$ cat src/hw/rtl/stfi_pkg.sv
// ----------------------------------------------------------------------------
// stfi_pkg
// Shared types and constants for the sorted-table fractional index block.
// ----------------------------------------------------------------------------
package stfi_pkg;

	localparam int unsigned TABLE_DEPTH_DEF = 1024;
	localparam int unsigned FRAC_BITS_DEF   = 16;
	localparam int unsigned RADIUS_W        = 32;

	localparam logic OP_WRITE = 1'b0;
	localparam logic OP_QUERY = 1'b1;

	typedef struct packed {
		logic busy;
		logic done;
	} div_status_t;

endpackage

$ cat src/hw/rtl/stfi_div.sv
// ----------------------------------------------------------------------------
// stfi_div
// Bit-serial restoring divider: one quotient bit per cycle.
// Expects rem_init < den, so the quotient fits in FRAC_BITS bits.
// ----------------------------------------------------------------------------
module stfi_div #(
	parameter int unsigned FRAC_BITS = stfi_pkg::FRAC_BITS_DEF
) (
	input  logic                          clk,
	input  logic                          arst_n,
	input  logic                          start,
	input  logic [stfi_pkg::RADIUS_W-1:0] rem_init,
	input  logic [stfi_pkg::RADIUS_W-1:0] den,
	output stfi_pkg::div_status_t         status,
	output logic [FRAC_BITS-1:0]          quot
);
	localparam int unsigned CNT_W = $clog2(FRAC_BITS + 1);
	localparam int unsigned RW    = stfi_pkg::RADIUS_W;

	logic             busy_q;
	logic             done_q;
	logic [CNT_W-1:0] cnt_q;
	logic [RW-1:0]    rem_q;
	logic [RW-1:0]    den_q;
	logic [FRAC_BITS-1:0] quot_q;

	logic [RW:0] rem_sh;
	logic [RW:0] rem_sub;
	logic        q_bit;

	assign rem_sh  = {rem_q, 1'b0};
	assign rem_sub = rem_sh - {1'b0, den_q};
	assign q_bit   = (rem_sh >= {1'b0, den_q});

	always_ff @(posedge clk or negedge arst_n) begin
		if (!arst_n) begin
			busy_q <= 1'b0;
			done_q <= 1'b0;
			cnt_q  <= '0;
		end else begin
			done_q <= 1'b0;
			if (start) begin
				busy_q <= 1'b1;
				cnt_q  <= CNT_W'(FRAC_BITS);
			end else if (busy_q) begin
				cnt_q <= cnt_q - CNT_W'(1);
				if (cnt_q == CNT_W'(1)) begin
					busy_q <= 1'b0;
					done_q <= 1'b1;
				end
			end
		end
	end

	// datapath: no reset
	always_ff @(posedge clk) begin
		if (start) begin
			rem_q <= rem_init;
			den_q <= den;
		end else if (busy_q) begin
			rem_q  <= q_bit ? rem_sub[RW-1:0] : rem_sh[RW-1:0];
			quot_q <= {quot_q[FRAC_BITS-2:0], q_bit};
		end
	end

	assign status.busy = busy_q;
	assign status.done = done_q;
	assign quot        = quot_q;

endmodule

$ cat config.mk
export PLATFORM = sky130hd
export DESIGN_NAME = stfi_div
export DESIGN_NICKNAME = d
export VERILOG_FILES = /design/src/hw/rtl/stfi_pkg.sv /design/src/hw/rtl/stfi_div.sv
export SDC_FILE = /design/constraint.sdc
export NUM_CORES = 1
export LEC_CHECK = 0
export ABC_AREA = 1
export BUFFER_PORTS_ARGS = -buffer_cell sky130_fd_sc_hd__buf_2
export CORE_ASPECT_RATIO = 2
export CORE_MARGIN = 3
export CORE_UTILIZATION = 40
export CTS_CLUSTER_DIAMETER = 100
export DETAILED_ROUTE_END_ITERATION = 6
export GPL_ROUTABILITY_DRIVEN = 1
export GPL_TIMING_DRIVEN = 1
export PLACE_DENSITY = 0.68
export SYNTH_ARGS = -nofsm -noshare
export SYNTH_HDL_FRONTEND = slang
export SYNTH_SLANG_ARGS = --single-unit
$ cat constraint.sdc
create_clock -name clk -period 6.5 [get_ports clk]
set_clock_uncertainty 0.1 [all_clocks]
set_input_delay 1.3 -clock clk [delete_from_list [all_inputs] [get_ports clk]]
set_output_delay 1.3 -clock clk [all_outputs]
set_load 0.05 [all_outputs]
# Word level (Yosys, flattened, before mapping)
# Cells that the tools add are included.
# totals
ff_bits	87
in_bits	67
output_inout_bits	18
word_cells	24
# op_classes
add_sub_neg	2
n_lt_le_gt_ge	1
eq_ne	1
n_mux	11
bitwise	1
reduce_logical	2
# op_table
op	count
$mux 32	3
$ge 33x32->1	1
$sub 32x32->32	1
$mux 5	2
$mux 1	6
$eq 5x1->1 const B	1
$sub 5x1->5 const B	1
$reduce_and 2->1	1
$reduce_bool 2->1	1
$not 1->1	1

# Longest topological paths before layout
# depth
ltp_word	4
depth_mapped	17

# Worst setup path before layout
# Ideal clock, no wire load.
# synth_path
path_type	input -> register
startpoint	input start
endpoint	register rem_q[0] (enable)
setup_ns	0.391
t_arrival_ns	2.536
required_ns	6.009
path_slack_ns	3.473
stages	3
cell_sequence	clkbuf_1 -> clkinv_1 -> nand2_1
# synth_between
elab_chain_len	1
# synth_lines
element	line	source
start, declared	stfi_div.sv:11	input logic start,
$reduce_bool 2->1 (no source line)	--	
end signal, assigned	stfi_div.sv:58	rem_q <= rem_init;
end signal, assigned	stfi_div.sv:61	rem_q <= q_bit ? rem_sub[RW-1:0] : rem_sh[RW-1:0];
end, declared	stfi_div.sv:23	logic [RW-1:0] rem_q;
# Every way passes these cells.
# A chain may end at the register's enable or synchronous reset.

# Final worst setup path
# layout_path
startpoint	register rem_q[17]
endpoint	register rem_q[18] (data pin)
# layout_between
elab_chain_len	4
elab_cells_between_ends	5
classes_between	add/sub: 1; order compare: 1; mux: 3
# layout_lines
element	line	source
$sub 32x32->32 or $ge 33x32->1 (tied branches)	stfi_div.sv:32, stfi_div.sv:33	
$mux 32 (*)	stfi_div.sv:61	
$mux 32 (*)	stfi_div.sv:60	end else if (busy_q) begin
$mux 32 (*)	stfi_div.sv:57	if (start) begin
# Mark *: on every way between the ends. The rest lies on a longest branch, timed or not. The select of a mux whose other input is x is not followed.

==> impl_metrics.csv <==
group,metric,value,unit
worst_setup_path,required,6.62,ns
worst_setup_path,cp-start-kind,"flop",
placed_design,place_congestion,0.9558,
clock_network,cts-resized-gates,0,
clock_network,numCtsBuffers,9,
min_path,worstHoldStart,"quot[1]$_DFFE_PP_",
floorplan,die_area,17420,um2
logic_synthesis,synth.avg_cell_area,7.314,um2
logic_synthesis,synth_cells,863,
timing,period_share,47.85,%
clock_network,clkLatencyLatePin,0.36,ns
logic_synthesis,netlist_top_cells_area,"edfxtp_1, nand2_1, inv_1, ha_1, nand3_1",
worst_setup_path,crit_start,"rem_q[17]$_DFFE_PP_",
drt,via_per_inst,4.851,
clock_network,ctsHoldBuffers,0,
logic_synthesis,synth.cell_area,6312,um2
clock_network,tritoncts,"yes",
worst_setup_path,path_class,"flop to flop",
global_route,grt_max_degree,69,
timing,rsz0062_at_grt,"false",
floorplan,fp.dieW,94.83,um
logic_synthesis,async_flop_share,8.046,%
global_route,grt-busiest-layer,"met2",
drt,post_drt_wl_per_cell,15.16,um
timing,drv_slew,0,
drt,first_pass_iters,6,
floorplan,fp.dieH,183.7,um
logic_synthesis,syn_nets,965,
floorplan,start_util,41.06,%
global_route,grt_pass1_vias,5523,
timing,tightest_slew,0.7426,ns
logic_synthesis,yosysUniqueCellTypes,35,
power,power,0.003209,W
timing,finalSetupViolCount,0,
timing,hold_viol,0,
timing,max_clock_freq,321.5,MHz
clock_network,post_cts_buffers,0,
flow_run,maxCapViolCount,0,
worst_setup_path,cpMostUsedCell,"nand2_1",
worst_setup_path,cp-end-kind,"flop",
floorplan,std_cell_rows,64,
drt,drt_first_iter_violations,302,
global_route,gr-usage-met2,41.12,%
timing,fin_crit,3.110,ns
logic_synthesis,ys_ff_latch,87,
drt,drt_wl_total,17400,um
layout,drive_gt1_share,13.37,%
placed_design,port_buffers,84,
logic_synthesis,synth_top_area_share,38.06,%
floorplan,ios,85,
layout,num_antenna_cells,0,
clock_network,clock_path_buffers,2,
worst_setup_path,reg2reg_from,"rem_q[17]$_DFFE_PP_",
global_route,grtUsageTotal,20.96,%
logic_synthesis,synth-edff-count,80,
worst_setup_path,cp_data_arrival_time,3.23,ns
global_route,overflow,0,
clock_network,htree_levels,3,
worst_setup_path,crit_fanout,33,
drt,drc,0,
clock_network,root_buffer,"clkbuf_16",
worst_setup_path,crit_buf_inv,1,
logic_synthesis,yosysSeqAreaShare,40.83,%
global_route,grt_pass1_wl,27140,um
min_path,hold_class,"flop to flop",
power,power.density,447.1,nW/um2
logic_synthesis,synth_area_leader_cell,"edfxtp_1",
clock_network,clock_sinks,87,
run_status,status,"complete, no violations",
placed_design,dp_hpwl,13870,um
floorplan,core,15370,um2
power,ir_drop,0.1880,mV
worst_setup_path,cp_slowest_cell,"edfxtp_1",
global_route,grt_util_met3,3.523,%
drt,ant_nets,0,
worst_setup_path,cp_cell_sequence,"ha_1 -> nand2_1 -> nand2_1 -> nand2_1 -> nand2_1 -> nand2_1 -> nand2_1 -> nand2_1 -> nand2_1 -> nor2_4 -> buf_4 -> nand2_8 -> nand2_1 -> nand3_1 -> nand2_1",
worst_setup_path,slowest_delay,0.53,ns
clock_network,path_clk_slew,0.06,ns
layout,fin_nets,1047,
worst_setup_path,cp_top_family,"simple AND/OR/NAND/NOR gates",
layout,syn_to_final_growth,13.72,%
power,total_leakage_power,3.839,nW
drt,vias,5569,
logic_synthesis,ys_warn_count,0,
global_route,grtUsageMet1,18.83,%
timing,slew_headroom,50.50,%
global_route,antenna_found_initial,0,
logic_synthesis,synth_flop_cell,"edfxtp_1",
timing,tns,0,ns
[metal layers]
metal	vias up	share of wire, %
met5	-	0
met3	63	4.0
li1	2865	-
met1	2496	33
met4	0	6.5
met2	145	57
[worst register-to-register path: stages (launching register included)]
cell and delay [ns]:
edfxtp_1 0.53, ha_1 0.41, nand2_1 0.11, nand2_1 0.08, nand2_1 0.06, nand2_1 0.06, nand2_1 0.06, nand2_1 0.07
nand2_1 0.07, nand2_1 0.07, nor2_4 0.41, buf_4 0.38, nand2_8 0.22, nand2_1 0.19, nand3_1 0.08, nand2_1 0.08
[stage by stage]
| stage | std cells | util (%) | hold WS, ns | instance area, um2 | setup WS [ns] |
|---|---|---|---|---|---|
| global placement | 1132 | 44.85 | 0.3350 | 6895 | 3.257 |
| global route | 1148 | 46.69 | 0.3674 | 7178 | 3.256 |
| finish | 1148 | 46.69 | 0.3497 | 7178 | 3.390 |
| floorplan | 863 | - | 0.3347 | 6312 | 3.473 |
| detailed placement | 1132 | 44.85 | 0.3325 | 6895 | 3.210 |
| CTS | 1148 | 46.69 | 0.3487 | 7178 | 3.403 |
[registers in the layout (all words and copies together), names as in the netlist]
| register | flops |
|---|---|
| cnt_q | 5 |
| quot | 16 |
| rem_q | 32 |
| den_q | 32 |
| busy_q | 1 |
| done_q | 1 |
[cell usage after synthesis, types with 3 or more instances]
master and instances:
nor4_1 3, nand4_1 9, nand2_2 5, buf_4 4, nor2_1 42, buf_6 5, clkbuf_1 7, inv_2 4
nand3_1 66, inv_1 166, xnor2_1 13, and2_1 5, nand2_1 330, nand3_2 4, nand3b_1 25, o21bai_1 3
dfrtp_1 7, nor3_1 3, ha_1 34, edfxtp_1 80, a21oi_1 21, o21ai_0 8
[power by group]
| group | switching (W) | internal [W] | total [W] |
|---|---|---|---|
| registers | 0.0000794 | 0.000787 | 0.000866 |
| clock network | 0.000234 | 0.000266 | 0.000500 |
| logic | 0.00122 | 0.000627 | 0.00184 |
| total | 0.00153 | 0.00168 | 0.00321 |
[final cells by class]
class | count | area (um2)
Fill cell | 1633 | 8197
Multi-Input combinational cell | 587 | 2970
Sequential cell | 87 | 2577
Inverter | 171 | 641.9
Timing Repair Buffer | 89 | 457.9
Tap cell | 198 | 247.7
Clock buffer | 10 | 229.0
Clock inverter | 6 | 53.80
[worst paths after layout]
check,depth (start not counted),end,slack [ns]
max in group asynchronous,1,cnt_q[2]$_DFFE_PN0P_,5.48
worst min-delay path,0,quot[2]$_DFFE_PP_,0.35
worst min register to register,0,quot[2]$_DFFE_PP_,0.35
worst max register to register,15,rem_q[18]$_DFFE_PP_,3.39
min in group asynchronous,1,cnt_q[4]$_DFFE_PN0P_,0.66
worst max-delay path,15,rem_q[18]$_DFFE_PP_,3.39
[layout by cell type (no fill, tap or decap), types with 4 or more instances in the layout]
cell type,Yosys,routed
nand3_1,66,66
edfxtp_1,80,80
clkbuf_16,0,9
nand3_2,4,4
a21oi_1,21,21
nor2_1,42,42
nand3b_1,25,25
nand4_1,9,9
dfrtp_1,7,7
buf_2,2,84
and2_1,5,5
o21ai_0,8,8
inv_2,4,4
nand2_2,5,5
inv_1,166,166
ha_1,34,34
xnor2_1,13,13
nand2_1,330,330
buf_4,4,5
[cell families after synthesis]
| kind of cell | count (synthesis) | share of synthesized area (%) |
|---|---|---|
| buf+inv | 189 | 12.11 |
| fa+ha+maj | 35 | 7.057 |
| xor+xnor | 15 | 2.081 |
| compound gates | 36 | 3.132 |
| flops | 87 | 40.83 |
| simple gates | 501 | 34.79 |
(Power assumes the default switching activity.)
